### src/stpf_pkg.sv
// Package for the serial transmit packet framer: item types, configuration
// struct, mode and register codes, header letters and framing constants.
// No dependencies.
package stpf_pkg;

  // Default transmit buffer size in bytes.
  localparam int unsigned BufferBytesDef = 256;

  localparam int unsigned CfgIdxW  = 2;
  localparam int unsigned CfgDataW = 16;

  // Header letters and framing lengths.
  localparam logic [7:0] ChrL = 8'h4C;
  localparam logic [7:0] ChrQ = 8'h51;
  localparam logic [7:0] ChrX = 8'h58;
  localparam logic [7:0] ChrM = 8'h4D;
  localparam logic [7:0] ChrA = 8'h41;

  localparam int unsigned ShortPktLen = 34;
  localparam int unsigned LongPktLen  = 158;
  localparam int unsigned LenOverhead = 4;
  localparam int unsigned MinLenByte  = 3;

  typedef enum logic [1:0] {
    MODE_IDLE       = 2'd0,
    MODE_HDR2       = 2'd1,
    MODE_LEN        = 2'd2,
    MODE_IDLE_ALIAS = 2'd3
  } stpf_mode_e;

  typedef enum logic [CfgIdxW-1:0] {
    CFG_MODE    = 2'd0,
    CFG_TIMEOUT = 2'd1,
    CFG_LINK    = 2'd2
  } stpf_cfg_idx_e;

  typedef enum logic {
    ACT_WRITE = 1'b0,
    ACT_TICK  = 1'b1
  } stpf_action_e;

  typedef struct packed {
    stpf_action_e action;
    logic [7:0]   byte_in;
  } stpf_in_t;

  typedef struct packed {
    logic [7:0] byte_out;
    logic       byte_valid;
    logic       packet_end;
    logic [8:0] packet_length;
  } stpf_out_t;

  typedef struct packed {
    stpf_mode_e  mode;
    logic [15:0] timeout;
    logic        link_active;
  } stpf_cfg_t;

endpackage

### src/stpf_in_stage.sv
// Input register of the framer: holds one accepted word until the decision
// stage takes it. Depends on stpf_pkg.
module stpf_in_stage (
  input  logic             clk_i,
  input  logic             rst_ni,
  input  logic             in_valid_i,
  output logic             in_stall_o,
  input  stpf_pkg::stpf_in_t in_item_i,
  input  logic             take_i,
  output logic             valid_o,
  output stpf_pkg::stpf_in_t item_o
);
  import stpf_pkg::*;

  logic     valid_q, valid_d;
  stpf_in_t item_q;
  logic     accept;

  // Stall only while the held word cannot move on this cycle.
  assign in_stall_o = valid_q && !take_i;
  assign accept     = in_valid_i && !in_stall_o;

  always_comb begin
    valid_d = valid_q;
    if (accept) begin
      valid_d = 1'b1;
    end else if (take_i) begin
      valid_d = 1'b0;
    end
  end

  always_ff @(posedge clk_i or negedge rst_ni) begin
    if (!rst_ni) begin
      valid_q <= 1'b0;
    end else begin
      valid_q <= valid_d;
    end
  end

  always_ff @(posedge clk_i) begin
    if (accept) begin
      item_q <= in_item_i;
    end
  end

  assign valid_o = valid_q;
  assign item_o  = item_q;

endmodule

### src/stpf_framer.sv
// Framing decision and framer state: fill count, header position, short
// flag, stored header bytes and idle tick counter. Depends on stpf_pkg.
module stpf_framer #(
  parameter int unsigned BufferBytes = stpf_pkg::BufferBytesDef
) (
  input  logic                clk_i,
  input  logic                rst_ni,
  input  logic                advance_i,
  input  stpf_pkg::stpf_in_t  item_i,
  input  stpf_pkg::stpf_cfg_t cfg_i,
  output logic                res_valid_o,
  output stpf_pkg::stpf_out_t res_o
);
  import stpf_pkg::*;

  localparam int unsigned FillW = $clog2(BufferBytes + 1);
  localparam int unsigned CmpW  = (FillW > 9) ? FillW : 9;

  logic [FillW-1:0] fill_q, fill_d, fill_inc;
  logic [7:0]       hpos_q, hpos_d, hpos_inc;
  logic             short_q, short_d;
  logic [7:0]       first_q, first_d;
  logic [7:0]       lenb_q, lenb_d;
  logic [15:0]      idle_q, idle_d, idle_inc;
  logic [CmpW-1:0]  fill_ext;
  logic             idle_mode, hdr_end, len_end, pkt_end, full;
  logic [7:0]       b;

  assign b         = item_i.byte_in;
  assign fill_inc  = fill_q + FillW'(1);
  assign fill_ext  = CmpW'(fill_inc);
  assign hpos_inc  = hpos_q + 8'd1;
  assign idle_inc  = (idle_q != 16'hFFFF) ? idle_q + 16'd1 : idle_q;
  assign idle_mode = (cfg_i.mode == MODE_IDLE) || (cfg_i.mode == MODE_IDLE_ALIAS);
  assign full      = (fill_ext == CmpW'(BufferBytes));
  assign first_d   = (fill_ext == CmpW'(1)) ? b : first_q;
  assign lenb_d    = (fill_ext == CmpW'(LenOverhead)) ? b : lenb_q;

  // Two-letter header: position within the packet and boundary decision.
  always_comb begin
    hpos_d  = hpos_inc;
    short_d = short_q;
    hdr_end = 1'b0;
    unique case (hpos_inc)
      8'd1: begin
        if (first_d == ChrL) begin
          short_d = 1'b1;
        end else if (first_d == ChrX) begin
          short_d = 1'b0;
        end else begin
          hpos_d  = '0;
          hdr_end = 1'b1;
        end
      end
      8'd2: begin
        if ((first_d == ChrL && b != ChrQ) || (first_d == ChrX && b != ChrX)) begin
          hpos_d  = '0;
          hdr_end = 1'b1;
        end
      end
      8'(ShortPktLen): begin
        hdr_end = 1'b1;
        if (short_q) begin
          hpos_d = '0;
        end
      end
      8'(LongPktLen): begin
        hpos_d  = '0;
        hdr_end = 1'b1;
      end
      default: begin
        hdr_end = (fill_ext == CmpW'(ShortPktLen));
      end
    endcase
  end

  // Length-prefixed header: check letters, then the length byte.
  always_comb begin
    unique case (fill_ext)
      CmpW'(1): len_end = (b != ChrM);
      CmpW'(2): len_end = (b != ChrA);
      CmpW'(3): len_end = (b != ChrX);
      CmpW'(4): len_end = (b < 8'(MinLenByte));
      default:  len_end = (fill_ext == CmpW'(lenb_d) + CmpW'(LenOverhead));
    endcase
  end

  always_comb begin
    fill_d      = fill_q;
    res_valid_o = 1'b0;
    pkt_end     = 1'b0;
    idle_d      = idle_q;
    res_o       = '0;
    if (item_i.action == ACT_TICK) begin
      if (idle_mode && fill_q != '0) begin
        idle_d = idle_inc;
        if (idle_inc >= cfg_i.timeout) begin
          pkt_end     = 1'b1;
          res_valid_o = 1'b1;
          fill_d      = '0;
          idle_d      = '0;
          res_o.packet_end    = 1'b1;
          res_o.packet_length = CmpW'(fill_q) > CmpW'(0) ? 9'(CmpW'(fill_q)) : 9'd0;
        end
      end
    end else if (cfg_i.link_active) begin
      res_valid_o = 1'b1;
      fill_d      = fill_inc;
      if (full) begin
        pkt_end = 1'b1;
      end else begin
        unique case (cfg_i.mode)
          MODE_HDR2: pkt_end = hdr_end;
          MODE_LEN:  pkt_end = len_end;
          default:   idle_d  = '0;
        endcase
      end
      res_o.byte_out   = b;
      res_o.byte_valid = 1'b1;
      if (pkt_end) begin
        fill_d              = '0;
        idle_d              = '0;
        res_o.packet_end    = 1'b1;
        res_o.packet_length = fill_ext[8:0];
      end
    end
  end

  logic write_en, hdr_en;
  assign write_en = advance_i && item_i.action == ACT_WRITE && cfg_i.link_active;
  assign hdr_en   = write_en && !full && cfg_i.mode == MODE_HDR2;

  always_ff @(posedge clk_i or negedge rst_ni) begin
    if (!rst_ni) begin
      fill_q  <= '0;
      hpos_q  <= '0;
      short_q <= 1'b0;
      first_q <= '0;
      lenb_q  <= '0;
      idle_q  <= '0;
    end else begin
      if (advance_i) begin
        fill_q <= fill_d;
        idle_q <= idle_d;
      end
      if (write_en) begin
        first_q <= first_d;
        lenb_q  <= lenb_d;
      end
      if (hdr_en) begin
        hpos_q  <= hpos_d;
        short_q <= short_d;
      end
    end
  end

endmodule

### src/stpf_out_stage.sv
// Result register of the framer: holds one result word until the sink
// takes it. Depends on stpf_pkg.
module stpf_out_stage (
  input  logic                clk_i,
  input  logic                rst_ni,
  input  logic                load_i,
  input  stpf_pkg::stpf_out_t res_i,
  output logic                free_o,
  output logic                out_valid_o,
  input  logic                out_stall_i,
  output stpf_pkg::stpf_out_t out_item_o
);
  import stpf_pkg::*;

  logic      valid_q, valid_d;
  stpf_out_t item_q;

  // Free when empty or when the held word leaves this cycle.
  assign free_o = !valid_q || !out_stall_i;

  always_comb begin
    valid_d = valid_q;
    if (free_o) begin
      valid_d = load_i;
    end
  end

  always_ff @(posedge clk_i or negedge rst_ni) begin
    if (!rst_ni) begin
      valid_q <= 1'b0;
    end else begin
      valid_q <= valid_d;
    end
  end

  always_ff @(posedge clk_i) begin
    if (free_o && load_i) begin
      item_q <= res_i;
    end
  end

  assign out_valid_o = valid_q;
  assign out_item_o  = item_q;

endmodule

### src/serial_tx_packet_framer_core.sv
// Top level of the serial transmit packet framer: configuration registers,
// input register, framing decision and result register.
// Depends on stpf_pkg, stpf_in_stage, stpf_framer, stpf_out_stage.
//
//   channel | direction | handshake               | payload
//   in      | sink      | in_valid_i / in_stall_o | in_item_i (action, byte_in)
//   out     | source    | out_valid_o/out_stall_i | out_item_o (byte, flags, length)
//   cfg     | sink      | cfg_valid_i/cfg_ready_o | cfg_index_i, cfg_data_i
//
// One word per cycle sustained while the output is not stalled; the input
// register and then the result register lie between acceptance and a result.
// Dropped writes and quiet ticks give no result but still pass the input register.
// Reset clears all framer state and loads the default configuration.
// A stalled output holds its word; the input stalls only when the input
// register is full and the result register cannot take its word.
module serial_tx_packet_framer_core #(
  parameter int unsigned BufferBytes = stpf_pkg::BufferBytesDef
) (
  input  logic                               clk_i,
  input  logic                               rst_ni,
  input  logic                               in_valid_i,
  output logic                               in_stall_o,
  input  stpf_pkg::stpf_in_t                 in_item_i,
  output logic                               out_valid_o,
  input  logic                               out_stall_i,
  output stpf_pkg::stpf_out_t                out_item_o,
  input  logic                               cfg_valid_i,
  output logic                               cfg_ready_o,
  input  logic [stpf_pkg::CfgIdxW-1:0]       cfg_index_i,
  input  logic [stpf_pkg::CfgDataW-1:0]      cfg_data_i
);
  import stpf_pkg::*;

  stpf_cfg_t cfg_q;
  stpf_in_t  s1_item;
  stpf_out_t res;
  logic      s1_valid, out_free, advance, res_valid;

  assign cfg_ready_o = 1'b1;

  always_ff @(posedge clk_i or negedge rst_ni) begin
    if (!rst_ni) begin
      cfg_q.mode        <= MODE_IDLE;
      cfg_q.timeout     <= 16'd25;
      cfg_q.link_active <= 1'b0;
    end else if (cfg_valid_i && cfg_ready_o) begin
      unique case (cfg_index_i)
        CFG_MODE:    cfg_q.mode        <= stpf_mode_e'(cfg_data_i[1:0]);
        CFG_TIMEOUT: cfg_q.timeout     <= cfg_data_i;
        CFG_LINK:    cfg_q.link_active <= cfg_data_i[0];
        default: ;
      endcase
    end
  end

  assign advance = s1_valid && out_free;

  stpf_in_stage u_in (
    .clk_i      (clk_i),
    .rst_ni     (rst_ni),
    .in_valid_i (in_valid_i),
    .in_stall_o (in_stall_o),
    .in_item_i  (in_item_i),
    .take_i     (out_free),
    .valid_o    (s1_valid),
    .item_o     (s1_item)
  );

  stpf_framer #(
    .BufferBytes (BufferBytes)
  ) u_framer (
    .clk_i       (clk_i),
    .rst_ni      (rst_ni),
    .advance_i   (advance),
    .item_i      (s1_item),
    .cfg_i       (cfg_q),
    .res_valid_o (res_valid),
    .res_o       (res)
  );

  stpf_out_stage u_out (
    .clk_i       (clk_i),
    .rst_ni      (rst_ni),
    .load_i      (advance && res_valid),
    .res_i       (res),
    .free_o      (out_free),
    .out_valid_o (out_valid_o),
    .out_stall_i (out_stall_i),
    .out_item_o  (out_item_o)
  );

  // A tick only produces a result when it closes a packet.
  a_tick_ends: assert property (@(posedge clk_i) disable iff (!rst_ni)
    out_valid_o && !out_item_o.byte_valid |-> out_item_o.packet_end)
    else $error("tick result without packet end");

  a_len_zero: assert property (@(posedge clk_i) disable iff (!rst_ni)
    out_valid_o && !out_item_o.packet_end |-> out_item_o.packet_length == 9'd0)
    else $error("length reported without packet end");

  // The input never stalls while the input register is empty.
  a_no_idle_stall: assert property (@(posedge clk_i) disable iff (!rst_ni)
    !s1_valid |-> !in_stall_o)
    else $error("input stalled with empty input register");

endmodule

### config.mk
export PLATFORM = sky130hd
export DESIGN_NAME = serial_tx_packet_framer_core
export DESIGN_NICKNAME = d
export VERILOG_FILES = /design/src/stpf_pkg.sv /design/src/stpf_in_stage.sv /design/src/stpf_framer.sv /design/src/stpf_out_stage.sv /design/src/serial_tx_packet_framer_core.sv
export SDC_FILE = /design/constraint.sdc
export NUM_CORES = 1
export LEC_CHECK = 0
export BUFFER_PORTS_ARGS = -buffer_cell sky130_fd_sc_hd__buf_4
export CORE_MARGIN = 2
export CORE_UTILIZATION = 55
export DETAILED_ROUTE_END_ITERATION = 8
export PLACE_DENSITY = 0.73
export SLEW_MARGIN = 20
export SYNTH_ARGS = -nofsm -noshare
export SYNTH_HDL_FRONTEND = slang
export SYNTH_HIERARCHICAL = 1
export SYNTH_SLANG_ARGS = --single-unit
### constraint.sdc
create_clock -name clk_i -period 4.4 [get_ports clk_i]
set_clock_uncertainty 0.1 [all_clocks]
set_input_delay 0.22 -clock clk_i [delete_from_list [all_inputs] [get_ports clk_i]]
set_output_delay 0.22 -clock clk_i [all_outputs]
set_load 0.01 [all_outputs]
=== Word level (Yosys, flattened, before mapping) ===
Cells that the tools add are included.

* Flip-flop bits (word level): 99
* Input port bits: 32
* Output and inout port bits: 22
* Logic and storage cells: 131

* Add/sub/neg operators: 4
* Order comparisons: 3
* Equality and inequality tests: 27
* Mux-type cells: 43
* Bitwise logic cells: 2
* Reductions and logical operators: 35

{| class="wikitable"
|+ Operators by type and width
! cell !! number
|-
| 2-to-1 mux 16 bit || 8
|-
| 2-to-1 mux 9 bit || 6
|-
| 2-to-1 mux 8 bit || 6
|-
| 2-to-1 mux 10 bit || 4
|-
| != test 8 x 7 -> 1 bit (second input constant) || 4
|-
| one-hot mux 8 bit (4 select lines) || 1
|-
| equality test 9 x 2 -> 1 bit (second input constant) || 2
|-
| adder 16 x 1 -> 16 bit (second input constant) || 1
|-
| equality test 8 x 7 -> 1 bit (second input constant) || 2
|-
| >= comparator 16 bit || 1
|-
| != test 16 bit (second input constant) || 1
|-
| 2-to-1 mux 1 bit || 14
|-
| logical AND 1 bit || 12
|-
| 2-to-1 mux 11 bit || 1
|-
| adder 8 x 3 -> 9 bit (second input constant) || 1
|-
| adder 9 x 1 -> 9 bit (second input constant) || 1
|-
| equality test 9 x 1 -> 1 bit (second input constant) || 1
|-
| equality test 9 x 3 -> 1 bit (second input constant) || 1
|-
| equality test 9 x 6 -> 1 bit (second input constant) || 1
|-
| equality test 9 bit || 1
|-
| equality test 9 bit (second input constant) || 1
|-
| > comparator 9 x 1 -> 1 bit (second input constant) || 1
|-
| nonzero test 9 bit || 1
|-
| adder 8 x 1 -> 8 bit (second input constant) || 1
|-
| other kinds (23) || 41
|}

=== Depth between registers and ports, before layout ===
Gate-level depths: netlist of run 1.

* Word-level depth: 15
* Mapped depth: 20
* Gate-level depth less buffers: 19

=== Hierarchy ===
The synthesis of run 1 kept the hierarchy.

{| class="wikitable"
|+ By module, submodules not included
! module !! instances !! cells each !! area each (um^2)
|-
| stpf_framer || 1 || 571 || 4710.8
|-
| serial_tx_packet_framer_core || 1 || 46 || 800.8
|-
| stpf_out_stage || 1 || 23 || 618.1
|-
| stpf_in_stage || 1 || 14 || 327.8
|}

=== Worst setup path after synthesis of run 1 ===
No wires, ideal clock.

* Kind: register to register
* From: register u_framer.idle_q[3]
* To: register u_out.item_q (netlist bit u_out/out_item_o[0]) (enable)
* Setup time: 0.310 ns
* Arrival: 4.313 ns
* Data required time: 3.990 ns
* Path slack: -0.323 ns
* Cell stages (with the launch flop): 20
* Clock period less this slack: 4.723 ns
* Cell sequence: dfrtp_1 > and3_1 > nand4_1 > nor4_1 > nand4_1 > nand2b_1 > nor2_1 > xor2_1 > ha_1 > a21oi_1 > nor2b_1 > o21ai_0 > nand2b_1 > or4_1 > a21oi_1 > o21ai_0 > a22o_1 > or2_2 > and3_1 > a21boi_2

* Longest elaborated chain between the ends: 8

{| class="wikitable"
|+ RTL lines
! element !! line !! text
|-
| from (decl) || stpf_framer.sv:24 || <nowiki>logic [15:0] idle_q, idle_d, idle_inc;</nowiki>
|-
| from (signal assigned) || stpf_framer.sv:144 || <nowiki>idle_q <= idle_d;</nowiki>
|-
| adder 16 x 1 -> 16 bit or != test 16 bit (tied branches) || stpf_framer.sv:33 || <nowiki>assign idle_inc = (idle_q != 16'hFFFF) ? idle_q + 16'd1 : idle_q;</nowiki>
|-
| 2-to-1 mux 16 bit (*) || stpf_framer.sv:33 ||
|-
| >= comparator 16 bit (*) || stpf_framer.sv:97 || <nowiki>if (idle_inc >= cfg_i.timeout) begin</nowiki>
|-
| 2-to-1 mux 1 bit (*) || stpf_framer.sv:97 ||
|-
| 2-to-1 mux 1 bit (*) || stpf_framer.sv:95 || <nowiki>if (idle_mode && fill_q != '0) begin</nowiki>
|-
| 2-to-1 mux 1 bit (*) || stpf_framer.sv:94 || <nowiki>if (item_i.action == ACT_TICK) begin</nowiki>
|-
| named net res_valid || serial_tx_packet_framer_core.sv:37 || <nowiki>logic s1_valid, out_free, advance, res_valid;</nowiki>
|-
| logical AND 1 bit (*) || serial_tx_packet_framer_core.sv:84 || <nowiki>.load_i (advance && res_valid),</nowiki>
|-
| logical AND 1 bit (*) || stpf_out_stage.sv:37 || <nowiki>if (free_o && load_i) begin</nowiki>
|-
| to (signal assigned) || stpf_out_stage.sv:38 || <nowiki>item_q <= res_i;</nowiki>
|-
| to (decl) || stpf_out_stage.sv:16 || <nowiki>stpf_out_t item_q;</nowiki>
|}

The timed path passes the listed nets; every way through them passes the cells marked *.
A chain may end at the register's enable or synchronous reset.

=== Worst setup path after layout of run 1 ===
* From: register u_framer.idle_q[5]
* To: register u_out.item_q (netlist bit u_out/out_item_o[0]) (enable)

The elaborated chain is that of the path after synthesis.

==> reports/qor.csv, run 1 <==
metric;value;unit
status;completed;
io_buffers;52;
power_switching;1.58;mW
viasPerCell;6.22;
cp.arrival;4.34;ns
grt_pass1_wl;28000;um
seqPwrFrac;33.8;%
crit_slowest_cell;or4_4;
seqCellArea;0.00262;mm^2
met2_length;8350;um
pwr-share-comb;45.8;%
cts_sinks;99;
vias;5739;
drtIter0Drc;521;
synth_area_leaders;dfrtp_1 (26%), edfxtp_1 (13%), ha_1 (5.4%);
maxSlewHeadroom;35.2;%
ir_drop;0.320;mV
crit_family;simple AND/OR/NAND/NOR gates;
gp_congestion;0.985;
start_util;56.6;%
clkTransAtPathRegs;0.07;ns
ys_types;82;
cts_tree;yes;
syn-cell-area;0.00646;mm^2
cp_max_fo;5;
dp_slack;-0.141;ns
fillerInstances;838;
cts_buffer_depth;2;
grt_pass1_vias;5695;
drive_gt1_share;27.2;%
htreeDepth;3;
antenna_found_initial;0;
setup_tns;0;ns
crit_type;reg -> reg;
hold_class;in -> reg;
drtAntennaViolNets;0;
die_area;0.0126;mm^2
critPathLaunchType;flip-flop;
remaining_drc_errors;0;
die_height;112;um
fin_crit;4.36;ns
rows;39;
crit_path_end_kind;flip-flop;
synth_ff_type;dfrtp_1;
setup_ws;0.0424;ns
clk-insertion-delay-late;0.36;ns
place_area;0.00732;mm^2
dp_hpwl;11800;um
power.density;509;mW/mm^2
crit_required;4.38;ns
power.leakage;3.63;nW
ys_ff_latch;99;
final_common_cell;buf_4;
multi_input_area;0.00374;mm^2
fin_util;70.9;%
coreArea;0.0114;mm^2
wl_per_cell;18.9;um
netlist.area_leader.share;26.4;%
drtPass1Iterations;7;
power_frac_clock;20.3;%
finalMaxSlewViolations;0;
fmax;229;MHz
pin_count;54;
synth_area_per_cell;9.87;um^2
nNetsFinal;835;
synth_top_area_cell;dfrtp_1;
wl_met3;937;um
area_delta_synth_final;25.3;%
die_w;112;um
grt.overflow.total;0;
cp_num_buf_inv;0;
min_period_over_period;99.0;%
max_cap_viol_count;0;
antennaDiodeCount;0;
grt_max_degree;72;
async_flop_share;71.7;%
numCtsBuffers;9;
switching_share;38.3;%
wl_met1;7640;um
routed_wirelength;17500;um
gr-usage-all-layers;27.6;%
synth_warnings;6;
rsz0062_at_grt;true;
synth_nets;714;
cts_root_buf;clkbuf_16;
r2r_slack;0.04;ns
setup-violations-final;0;
syn_inst;654;
final_area;0.00809;mm^2
synth_edf_count;28;
mostFrequentLayoutCells;buf_4 (112), nand2_1 (67), dfrtp_1 (66), nand3_1 (47), inv_1 (32);
intPower;2.54;mW
worstMarginPinSlew;0.972;ns
routed.top_layer;met4;
cp_cell_sequence;and3_4 > nand4_1 > nor4_4 > and4_1 > nor2_1 > nand4_1 > xnor2_1 > ha_1 > a21oi_2 > nor2b_1 > o21ai_1 > nand2b_1 > or4_4 > a21oi_2 > o21ai_2 > a22o_1 > or2_4 > and3_4 > a21boi_4;
hold_ws;0.0149;ns
slowest_delay;0.44;ns
ys_seq_area_share;40.6;%
hold_viol_final;0;
==> worst register-to-register path: stages, from the launching register on <==
cell,delay [ns]
dfrtp_1,0.38
and3_4,0.21
nand4_1,0.17
nor4_4,0.36
and4_1,0.29
nor2_1,0.10
nand4_1,0.11
xnor2_1,0.15
ha_1,0.24
a21oi_2,0.15
nor2b_1,0.06
o21ai_1,0.13
nand2b_1,0.10
or4_4,0.44
a21oi_2,0.14
o21ai_2,0.09
a22o_1,0.23
or2_4,0.24
and3_4,0.20
a21boi_4,0.18
==> layer usage <==
metal / global-route usage [%] / vias up
met5: 0 / -
met4: 11.1 / 0
met3: 5.35 / 48
met2: 44.5 / 241
met1: 37.1 / 2796
li1: - / 2654
==> cell type report <==
type / instances / share of cell area [%]
clock buffer: 10 / 2.83
inverter: 32 / 1.48
sequential: 99 / 32.4
clock inverter: 6 / 0.990
tap: 143 / 2.21
multi-input combinational: 494 / 46.3
timing repair buffer: 139 / 13.8
==> cells in the mapped netlist, types with 5 or more instances <==
cell type,count
dfrtp_1,68
nand2_1,67
nand3_1,48
o21ai_0,33
inv_1,32
edfxtp_1,28
ha_1,28
mux2_2,27
xnor2_1,20
clkbuf_1,19
nor2_1,19
a21oi_1,17
and2_1,16
nand4_1,14
nor3_1,14
o211ai_1,12
mux2_4,11
nand2b_1,11
mux2i_1,10
xor2_1,10
a21o_1,9
a31oi_1,8
nor2b_1,8
and3_1,7
buf_2,7
or3_1,6
a22o_1,5
and4_1,5
o21a_1,5
==> power groups by stage <==
stage          registers [mW]  logic (mW)  clock network, mW
2_1_floorplan            1.34        1.21                  0
5_1_grt                  1.42        2.06              0.884
3_5_place_dp             1.39        1.70                  0
6_report                 1.40        1.89              0.837
3_3_place_gp             1.38        1.64                  0
4_1_cts                  1.38        1.77              0.850
==> sequential cells by signal, summed over array words and instances (netlist names), 8 cells and up <==
| signal | flops |
|---|---|
| u_framer/first_q | 8 |
| u_framer/fill_q | 9 |
| u_framer/lenb_q | 8 |
| u_framer/idle_q | 16 |
| u_framer/hpos_q | 8 |
| cfg_q | 19 |
| u_in/item_o | 9 |
| u_out/out_item_o | 19 |
==> metrics by stage <==
stage / power [mW] / std cells
finish: 4.12 / 923
global route: 4.37 / 923
CTS: 4.00 / 913
detailed placement: 3.09 / 868
global placement: 3.02 / 868
floorplan: 2.55 / 654
==> path summary, 6_finish.rpt <==
kind	start	end	depth (start not counted)
worst max-delay path	u_framer/idle_q[5]	u_out/out_item_o[0]	19
worst max register to register	u_framer/idle_q[5]	u_out/out_item_o[0]	19
worst min-delay path	cfg_data_i[0]	cfg_q[1]	2
min in group asynchronous	rst_ni	u_framer/fill_q[6]	2
max in group asynchronous	rst_ni	u_framer/first_q[0]	2
worst min register to register	u_framer/lenb_q[3]	u_framer/lenb_q[3]	2
==> cells by family after synthesis <==
logic type / Yosys count / synth area share, %
AND/OR/NAND/NOR: 246 / 21.4
AO/OA/AOI/OAI: 135 / 14.6
flip-flops: 99 / 40.6
buffers and inverters: 64 / 4.20
multiplexers: 48 / 8.82
XOR/XNOR: 33 / 4.94
adder cells (fa/ha/maj): 28 / 5.43
other: 1 / 0.0581
==> repair_timing <==
item                       CTS  global route
hold endpoints to repair    92             0
hold buffers                25             0
pin swaps                    6            15
setup buffers                4             8
gates resized for setup     13            15
cloned                       0             3
setup endpoints to repair   39            55
Power figures use the tool's default switching activity.
==> run 2, diff against run 1 <==
--- a/config.mk
+++ b/config.mk
@@ -13,5 +13,4 @@
 export SLEW_MARGIN = 20
 export SYNTH_ARGS = -nofsm -noshare
 export SYNTH_HDL_FRONTEND = slang
-export SYNTH_HIERARCHICAL = 1
 export SYNTH_SLANG_ARGS = --single-unit
==> constraint.sdc (replaced) <==
create_clock -name clk_i -period 4.4 [get_ports clk_i]
set_clock_uncertainty 0.1 [all_clocks]
set_input_delay 0 -clock clk_i [delete_from_list [all_inputs] [get_ports clk_i]]
set_output_delay 0 -clock clk_i [all_outputs]
set_load 0.01 [all_outputs]
==> run 2 against run 1 <==
Via count is 9.4% lower. Combinational power is 46% lower. Core utilization is 4.0 points lower. Critical path depth is 1 lower. Count of clock-buffer cells in the layout is 1 lower. First-iteration DRC count is 7.9% lower. Hold slack better by 0.12 ns. Fmax is 6.7% higher. Wire length is 14% lower.
==> reports/qor.csv, run 2 <==
metric;value;unit;change
yosys.cell_count.top_type;dfrtp_1;;
crit_slowest_cell;or4b_1;;
ys_seq_area_share;42.7;%;+2.1 points
synth_warnings;0;;-6
rows;38;;-2.6%
max_cap_viol_count;0;;unchanged
final_area;0.00728;mm^2;-10%
remaining_drc_errors;0;;unchanged
fin_crit;4.08;ns;-0.274 ns
coreArea;0.0109;mm^2;-4.6%
cp_num_buf_inv;1;;+1
die_w;110;um;-2.4%
htreeDepth;3;;unchanged
start_util;56.4;%;-0.17 points
min_period_over_period;92.8;%;-6.2 points
setup-violations-final;0;;unchanged
slowest_delay;0.51;ns;+0.07 ns
power.density;392;mW/mm^2;-23%
dp_hpwl;10500;um;-11%
drtAntennaViolNets;0;;unchanged
final_common_cell;buf_4;;
pin_count;54;;unchanged
die_height;110;um;-2.4%
fmax;245;MHz;+6.7%
cts_buffer_depth;2;;unchanged
power.leakage;3.31;nW;-8.7%
nNetsFinal;795;;-4.8%
viasPerCell;5.91;;-5.0%
mostFrequentLayoutCells;buf_4 (68), nand2_1 (67), dfrtp_1 (65), nand3_1 (47), inv_1 (38);;
io_buffers;52;;unchanged
synth_edf_count;28;;unchanged
maxSlewHeadroom;36.9;%;+1.7 points
grt_pass1_wl;25000;um;-11%
syn_inst;649;;-0.76%
grt.overflow.total;0;;unchanged
dpl.cell_count;829;;-4.5%
async_flop_share;71.7;%;unchanged
drtPass1Iterations;5;;-2
hold_viol_final;0;;unchanged
numCtsBuffers;9;;unchanged
design_power_total;2.86;mW;-31%
ys_types;71;;-13%
crit_family;simple AND/OR/NAND/NOR gates;;
ys_ff_latch;99;;unchanged
gp_congestion;0.918;;-6.8%
grt_pass1_vias;4996;;-12%
crit_type;reg -> reg;;
cp_cell_sequence;nand4_1 > nor2_2 > nand4_1 > or3_4 > and3_1 > and3_1 > xor2_1 > ha_1 > nand4_1 > nor2_1 > o21ai_0 > and3b_1 > and2_1 > nand2_1 > o21ai_1 > buf_4 > or4b_1 > o21ai_1;;
worstMarginPinSlew;0.947;ns;-0.0248 ns
syn-cell-area;0.00614;mm^2;-4.9%
wl_per_cell;17.2;um;-9.3%
status;completed;;
routed_wirelength;15100;um;-14%
antenna_found_initial;0;;unchanged
crit_top_cell;nand4_1;;
layout.cells.non_filler;880;;-4.7%
cts_tree;yes;;
finalMaxSlewViolations;0;;unchanged
crit_path_end_kind;flip-flop;;
die_area;0.0120;mm^2;-4.8%
antennaDiodeCount;0;;unchanged
cp.arrival;4.31;ns;-0.03 ns
ir_drop;0.347;mV;+8.5%
synth_ff_type;dfrtp_1;;
setup_tns;0;ns;unchanged
place_area;0.00672;mm^2;-8.2%
drive_gt1_share;18.4;%;-8.8 points
area_delta_synth_final;18.6;%;
synth_area_per_cell;9.46;um^2;-4.2%
gr-usage-all-layers;27.0;%;-0.62 points
clk-insertion-delay-late;0.40;ns;+0.04 ns
synth_common_cells;dfrtp_1 (68), nand2_1 (67), nand3_1 (47), inv_1 (38), mux2_2 (33);;
netlist.area_leader.share;27.7;%;+1.4 points
drtIter0Drc;480;;-7.9%
critPathLaunchType;flip-flop;;
hold_class;in -> async;;
synth_area_leaders;dfrtp_1 (28%), edfxtp_1 (14%), mux2_2 (6.1%);;
cp_max_fo;19;;+14
synth_top_area_cell;dfrtp_1;;
crit_required;4.62;ns;+0.24 ns
clkTransAtPathRegs;0.10;ns;+0.03 ns
vias;5197;;-9.4%
synth_nets;709;;-0.70%
cts_root_buf;clkbuf_8;;
grt_max_degree;72;;unchanged
cts_sinks;99;;unchanged
fillerInstances;874;;+4.3%
==> run 2: layer usage <==
| layer | share of wire, % | wire length, um | global-route usage (%) |
|---|---|---|---|
| met1 | 46 | 6940 | 36.6 |
| met3 | 5.2 | 786 | 6.34 |
| met4 | 1.2 | 184 | 7.05 |
| met2 | 48 | 7190 | 43.7 |
| met5 | 0 | 0 | 0 |
==> run 2: what timing repair did <==
action                     4_1_cts  5_1_grt
hold endpoints to repair        98        0
setup buffers                    0        0
hold buffers                    35        0
resized for setup                0        7
setup endpoints to repair        0       44
==> run 2: cell families after synthesis <==
kind of cell,Yosys count,share of synthesized area (%)
AOI/OAI and AO/OA,126,13.8
DFF,99,42.7
buffers and inverters,67,4.30
muxes,39,7.13
adders and majority gates,28,5.71
and+or+nand+nor,261,22.3
other,1,0.0611
xor gates and xnor gates,28,4.00
==> run 2: through the flow <==
stage	hold WS (ns)	util (%)	setup WS [ns]
floorplan	-0.396	-	0.206
global route	0.221	66.9	-0.00651
CTS	0.203	66.7	0.0275
finish	0.138	66.9	0.317
detailed placement	0.0795	61.7	0.0895
global placement	0.0789	61.7	0.262
==> run 2: worst register-to-register path, stage by stage, from the launching register on <==
cell     delay [ns]
dfrtp_1        0.44
nand4_1        0.17
nor2_2         0.20
nand4_1        0.20
or3_4          0.48
and3_1         0.24
and3_1         0.20
xor2_1         0.15
ha_1           0.27
nand4_1        0.06
nor2_1         0.13
o21ai_0        0.08
and3b_1        0.21
and2_1         0.16
nand2_1        0.07
o21ai_1        0.06
buf_4          0.21
or4b_1         0.52
o21ai_1        0.09
==> run 2: final cells by class <==
class,count,area (um^2),area share (%)
repair buffers,104,881,12.1
clock inverters,7,70.1,0.962
flip-flops and latches,99,2630,36.0
multi-input cells,483,3260,44.8
well taps,140,175,2.41
inverters,38,143,1.96
clock buffers,9,124,1.70
==> run 2: path summary, 6_finish.rpt <==
kind / slack [ns] / startpoint / end / cells past startpoint
max: 0.32 / u_framer.idle_q[4] / u_framer.fill_q[0] / 18
min: 0.14 / rst_ni / u_framer.fill_q[3] / 2
max reg2reg: 0.32 / u_framer.idle_q[4] / u_framer.fill_q[0] / 18
min reg2reg: 0.39 / u_framer.lenb_q[0] / u_framer.lenb_q[0] / 2
max in group asynchronous: 3.34 / rst_ni / u_framer.fill_q[1] / 2
min in group clk_i: 0.22 / in_item_i[8] / u_in.item_o[8] / 2
==> run 2: where the power goes <==
part	total (mW)	internal, mW	switching, mW
logic	1.02	0.472	0.547
registers	1.26	1.10	0.163
clock network	0.575	0.220	0.355
